`src/rtl/oct_pkg.sv`:
```
// Package for the overlap crossfade time compressor: payload types, codes and constants.
package oct_pkg;

    localparam int SAMPLE_BITS = 16;
    localparam int POS_W       = 11;
    localparam int FIDX_W      = 16;
    localparam int CFG_IDX_W   = 2;
    localparam int CFG_DATA_W  = 16;
    localparam int FLEN_W      = 11;
    localparam int HOP_W       = 10;
    localparam int DIV_CNT_W   = $clog2(SAMPLE_BITS);

    localparam logic [FLEN_W-1:0] FRAME_LEN_RST = 11'd1024;
    localparam logic [HOP_W-1:0]  HOP_LEN_RST   = 10'd512;
    localparam logic [FIDX_W-1:0] FRAMES_RST    = 16'd0;

    typedef enum logic [CFG_IDX_W-1:0] {
        CFG_FRAME_LEN = 2'd0,
        CFG_HOP_LEN   = 2'd1,
        CFG_FRAMES    = 2'd2
    } cfg_reg_t;

    typedef struct packed {
        logic signed [SAMPLE_BITS-1:0] sample;
        logic                          restart;
    } in_item_t;

    typedef struct packed {
        logic signed [SAMPLE_BITS-1:0] merged_sample;
        logic                          block_end;
        logic                          clip_end;
    } out_item_t;

    typedef struct packed {
        logic take_in;
        logic decide;
        logic mul_a;
        logic mul_b;
        logic prep_div;
        logic div_step;
        logic load_out;
    } oct_cmd_t;

    typedef struct packed {
        logic mix_go;
        logic out_free;
    } oct_status_t;

endpackage

```
`src/rtl/oct_ctrl.sv`:
```
// Controller state machine that sequences one request through the datapath.
module oct_ctrl import oct_pkg::*; (
    input  logic        aclk,
    input  logic        aresetn,
    input  logic        s_valid,
    output logic        s_ready,
    input  oct_status_t status,
    output oct_cmd_t    cmd
);

    typedef enum logic [2:0] {
        ST_IDLE,
        ST_DECIDE,
        ST_MUL_A,
        ST_MUL_B,
        ST_PREP,
        ST_DIV,
        ST_FINISH
    } state_t;

    state_t                 state_reg, state_next;
    logic [DIV_CNT_W-1:0]   cnt_reg, cnt_next;

    always_comb begin
        state_next = state_reg;
        cnt_next   = cnt_reg;
        cmd        = '0;
        case (state_reg)
            ST_IDLE: begin
                if (s_valid) begin
                    cmd.take_in = 1'b1;
                    state_next  = ST_DECIDE;
                end
            end
            ST_DECIDE: begin
                cmd.decide = 1'b1;
                state_next = status.mix_go ? ST_MUL_A : ST_IDLE;
            end
            ST_MUL_A: begin
                cmd.mul_a  = 1'b1;
                state_next = ST_MUL_B;
            end
            ST_MUL_B: begin
                cmd.mul_b  = 1'b1;
                state_next = ST_PREP;
            end
            ST_PREP: begin
                cmd.prep_div = 1'b1;
                cnt_next     = DIV_CNT_W'(SAMPLE_BITS - 1);
                state_next   = ST_DIV;
            end
            ST_DIV: begin
                cmd.div_step = 1'b1;
                if (cnt_reg == '0) begin
                    state_next = ST_FINISH;
                end else begin
                    cnt_next = cnt_reg - 1'b1;
                end
            end
            ST_FINISH: begin
                // The result waits here until the output register is free.
                if (status.out_free) begin
                    cmd.load_out = 1'b1;
                    state_next   = ST_IDLE;
                end
            end
            default: begin
                state_next = ST_IDLE;
            end
        endcase
    end

    assign s_ready = (state_reg == ST_IDLE);

    always_ff @(posedge aclk) begin
        if (!aresetn) begin
            state_reg <= ST_IDLE;
            cnt_reg   <= '0;
        end else begin
            state_reg <= state_next;
            cnt_reg   <= cnt_next;
        end
    end

endmodule

```
`config.mk`:
```
export PLATFORM = sky130hd
export DESIGN_NAME = oct_ctrl
export DESIGN_NICKNAME = d
export VERILOG_FILES = /design/src/rtl/oct_pkg.sv /design/src/rtl/oct_ctrl.sv
export SDC_FILE = /design/constraint.sdc
export NUM_CORES = 1
export LEC_CHECK = 0
export ABC_AREA = 1
export BUFFER_PORTS_ARGS = -buffer_cell sky130_fd_sc_hd__clkbuf_2
export CORE_MARGIN = 1
export CORE_UTILIZATION = 25
export CTS_CLUSTER_SIZE = 24
export DETAILED_ROUTE_END_ITERATION = 10
export HOLD_SLACK_MARGIN = 0.1
export PLACE_DENSITY_LB_ADDON = 0.08
export SKIP_CTS_REPAIR_TIMING = 1
export SYNTH_ARGS = -nofsm -noshare
export SYNTH_HDL_FRONTEND = slang
export SYNTH_SLANG_ARGS = --single-unit
```
`constraint.sdc`:
```
create_clock -name aclk -period 1.2 [get_ports aclk]
set_input_delay 0.24 -clock aclk [delete_from_list [all_inputs] [get_ports aclk]]
set_output_delay 0.24 -clock aclk [all_outputs]
set_load 0.05 [all_outputs]
```
==> impl_metrics.env <==
export IMPL_gp_routability_congestion=0.7157
export IMPL_tightestPinTransition_ns=0.2249
export IMPL_dr_pass1_iters=4
export IMPL_r2r_start="cnt_reg[0]$_SDFFE_PN0P_"
export IMPL_instances_no_fill=127
export IMPL_track_usage_pct=11.84
export IMPL_critPathRequiredTime_ns=0.96
export IMPL_cts_tree="done"
export IMPL_htree_levels=1
export IMPL_ioPinCount=13
export IMPL_cts_sinks=7
export IMPL_vias_per_cell=4.236
export IMPL_clock_latency_ns=0.25
export IMPL_hold_depth=3
export IMPL_startpoint="state_reg[2]$_SDFFE_PN0P_"
export IMPL_ys_ff_latch=7
export IMPL_synth_most_common_cell="nand2_1"
export IMPL_fin_util_pct=48.30
export IMPL_area_growth_pct=75.97
export IMPL_yosys_top_cells_area="dfxtp_1, nand2_1, nand3_1, inv_1, nor2_1"
export IMPL_finalSetupViolations=10
export IMPL_reg2reg_depth=9
export IMPL_path_cells="buf_8 > nor3_4 > buf_6"
export IMPL_ys_types=16
export IMPL_netlist_area_leader_share_pct=28.94
export IMPL_power_density_mw_per_mm2=1019
export IMPL_yosys_area_top_type="dfxtp_1"
export IMPL_diodes=0
export IMPL_ir_drop_uv=432.1
export IMPL_critPathSlowestCell="dfxtp_4"
export IMPL_worst_ep_arrival_time_ns=1.10
export IMPL_cts_buffers=3
export IMPL_hold_path_endpoint="cnt_reg[2]$_SDFFE_PN0P_"
export IMPL_endpoint_kind="primary output"
export IMPL_leakagePower_nw=0.4415
export IMPL_holdCritPathClass="primary input to register"
export IMPL_comb_power_share_pct=44.3
export IMPL_worst_slack_ns=-0.1381
export IMPL_sw_frac_of_total_pct=39.11
export IMPL_port_buffers=12
export IMPL_ys_warn_count=0
export IMPL_hold_ws_ns=0.2605
export IMPL_drive_above_1_share_pct=62.75
export IMPL_finish_net_count=109
export IMPL_grt_max_degree=9
export IMPL_p_clk_share_pct=24.3
export IMPL_vias=538
export IMPL_p_sw_mw=0.3397
export IMPL_grt_pass1_wl_um=1773
export IMPL_ys_async_sr_fraction_pct=0
export IMPL_synth_edf_count=0
export IMPL_first_iter_violations=7
export IMPL_seq_area_sq_um=150.1
export IMPL_max_cap_viol_count=0
export IMPL_ys_flop_type="dfxtp_1"
export IMPL_synth_area_sq_um=484.2
export IMPL_synth_fp_nets=83
export IMPL_wl_per_cell_um=9.709
export IMPL_initial_core_util_pct=27.45
export IMPL_ys_seq_area_share_pct=28.94
export IMPL_timing_slew_headroom_pct=84.85
export IMPL_r2r_setup_slack_ns=-0.02
export IMPL_largest_reg_flops=4
export IMPL_dpl_cell_area_sq_um=669.4
export IMPL_startpoint_type="register"
export IMPL_dp_cells=121
export IMPL_finClkSkew_ns=0.002571
export IMPL_die_y_um=46.01
export IMPL_path_class="register to primary output"
export IMPL_drcViolationCount=0
export IMPL_pwr_share_seq_pct=31.4
export IMPL_final_max_slew_violation_count=0
export IMPL_grt_remaining_overflow=0
export IMPL_power_mw=0.8685
export IMPL_fmax_mhz=747.3
export IMPL_violations="setup timing"
export IMPL_reg2reg_to="state_reg[2]$_SDFFE_PN0P_"
export IMPL_layout_min_cycle_time_ns=1.338
export IMPL_crit_fanout=6
export IMPL_dieArea_sq_mm=0.002117
export IMPL_status="finished, violations left"
export IMPL_hold_viol=0
export IMPL_syn_avg_cell_area_sq_um=6.288
export IMPL_dpl_hpwl_um=901
export IMPL_die_w_um=46.01
export IMPL_rsz0062_at_grt="true"
export IMPL_internal_power_mw=0.5288
export IMPL_ys_top_cells_by_count="nand2_1, inv_1, nor2_1, nand3_1, dfxtp_1"
export IMPL_path_clk_slew_ns=0.05
export IMPL_synthesis_instances=77
export IMPL_grt_pass1_vias=467
export IMPL_max_stage_delay_ns=0.36
export IMPL_antenna_found_initial=0
export IMPL_period_share_pct=111.5
export IMPL_clk_path_buf_depth=2
export IMPL_num_fill_cells=200
export IMPL_rows=15
export IMPL_hp_start="aresetn"
export IMPL_final_cell_area_sq_um=852.1
export IMPL_wirelength_um=1233
export IMPL_antenna_left=0
export IMPL_core_area_sq_mm=0.001764
export IMPL_root_buffer="clkbuf_4"
export IMPL_multi_input_area_sq_um=382.9
==> layer usage <==
metal / routed length, um / part of all wire (%) / up-vias / GRT usage (%)
li1: - / - / 287 / -
met1: 578 / 47 / 244 / 15.68
met2: 636 / 52 / 7 / 18.31
met3: 18 / 1.5 / 0 / 1.190
met4: 0 / 0 / 0 / 7.059
met5: 0 / 0 / - / 0
==> cell type report <==
cell class	instances	share of cell area, %
well taps	25	3.671
repair buffers	22	23.49
clock buffers	4	3.084
inverters	15	7.195
flip-flops and latches	7	17.62
multi-input cells	54	44.93
==> worst max-delay path: cells and delay by family (launching register included) <==
kind                   cells  cell delay (ns)
AND/OR/NAND/NOR            1             0.18
buffers and inverters      2             0.31
flip-flops                 1             0.36
==> power by group through the flow <==
stage / Combinational, mW / Sequential (mW) / Clock [mW]
global placement: 0.312 / 0.271 / 0
detailed placement: 0.310 / 0.269 / 0
floorplan: 0.237 / 0.269 / 0
finish: 0.385 / 0.272 / 0.211
global route: 0.412 / 0.276 / 0.235
CTS: 0.312 / 0.265 / 0.218
==> how the worst max path moves through the flow <==
stage,to,slack (ns),cells after the start
detailed placement,state_reg[2]$_SDFFE_PN0P_,-0.1,9
CTS,cmd[0],-0.34,5
finish,cmd[6],-0.14,3
floorplan,cmd[0],-0.03,5
global route,cmd[1],-0.18,4
global placement,state_reg[2]$_SDFFE_PN0P_,-0.1,9
==> cells in the final DEF, fill, tap and decap left out, types with 4 or more instances in the layout <==
cell type  Yosys  final
clkbuf_2       0      4
nand3_1        9      8
inv_2          3      7
nor2_1        12      6
inv_1         12      6
nand2_4        3      4
nand2_1       17     10
nor2_4         0      5
nand2_2        2      8
buf_4          1      9
buf_6          0      6
==> kinds of logic after synthesis <==
kind of cell	share of synthesized area, %
buffers and inverters	13.18
and+or+nand+nor	47.80
AOI/OAI and AO/OA	7.495
DFF	28.94
adders and majority gates	2.584
==> per-stage QoR <==
| stage | setup TNS (ns) | worst slack (ns) |
|---|---|---|
| 2_1_floorplan | -0.1001 | -0.03465 |
| 3_3_place_gp | -0.4710 | -0.09750 |
| 3_5_place_dp | -0.3711 | -0.09553 |
| 4_1_cts | -2.432 | -0.3404 |
| 5_1_grt | -1.778 | -0.1833 |
| 6_report | -0.8218 | -0.1381 |
No activity file was read; power rests on OpenSTA's default activity.
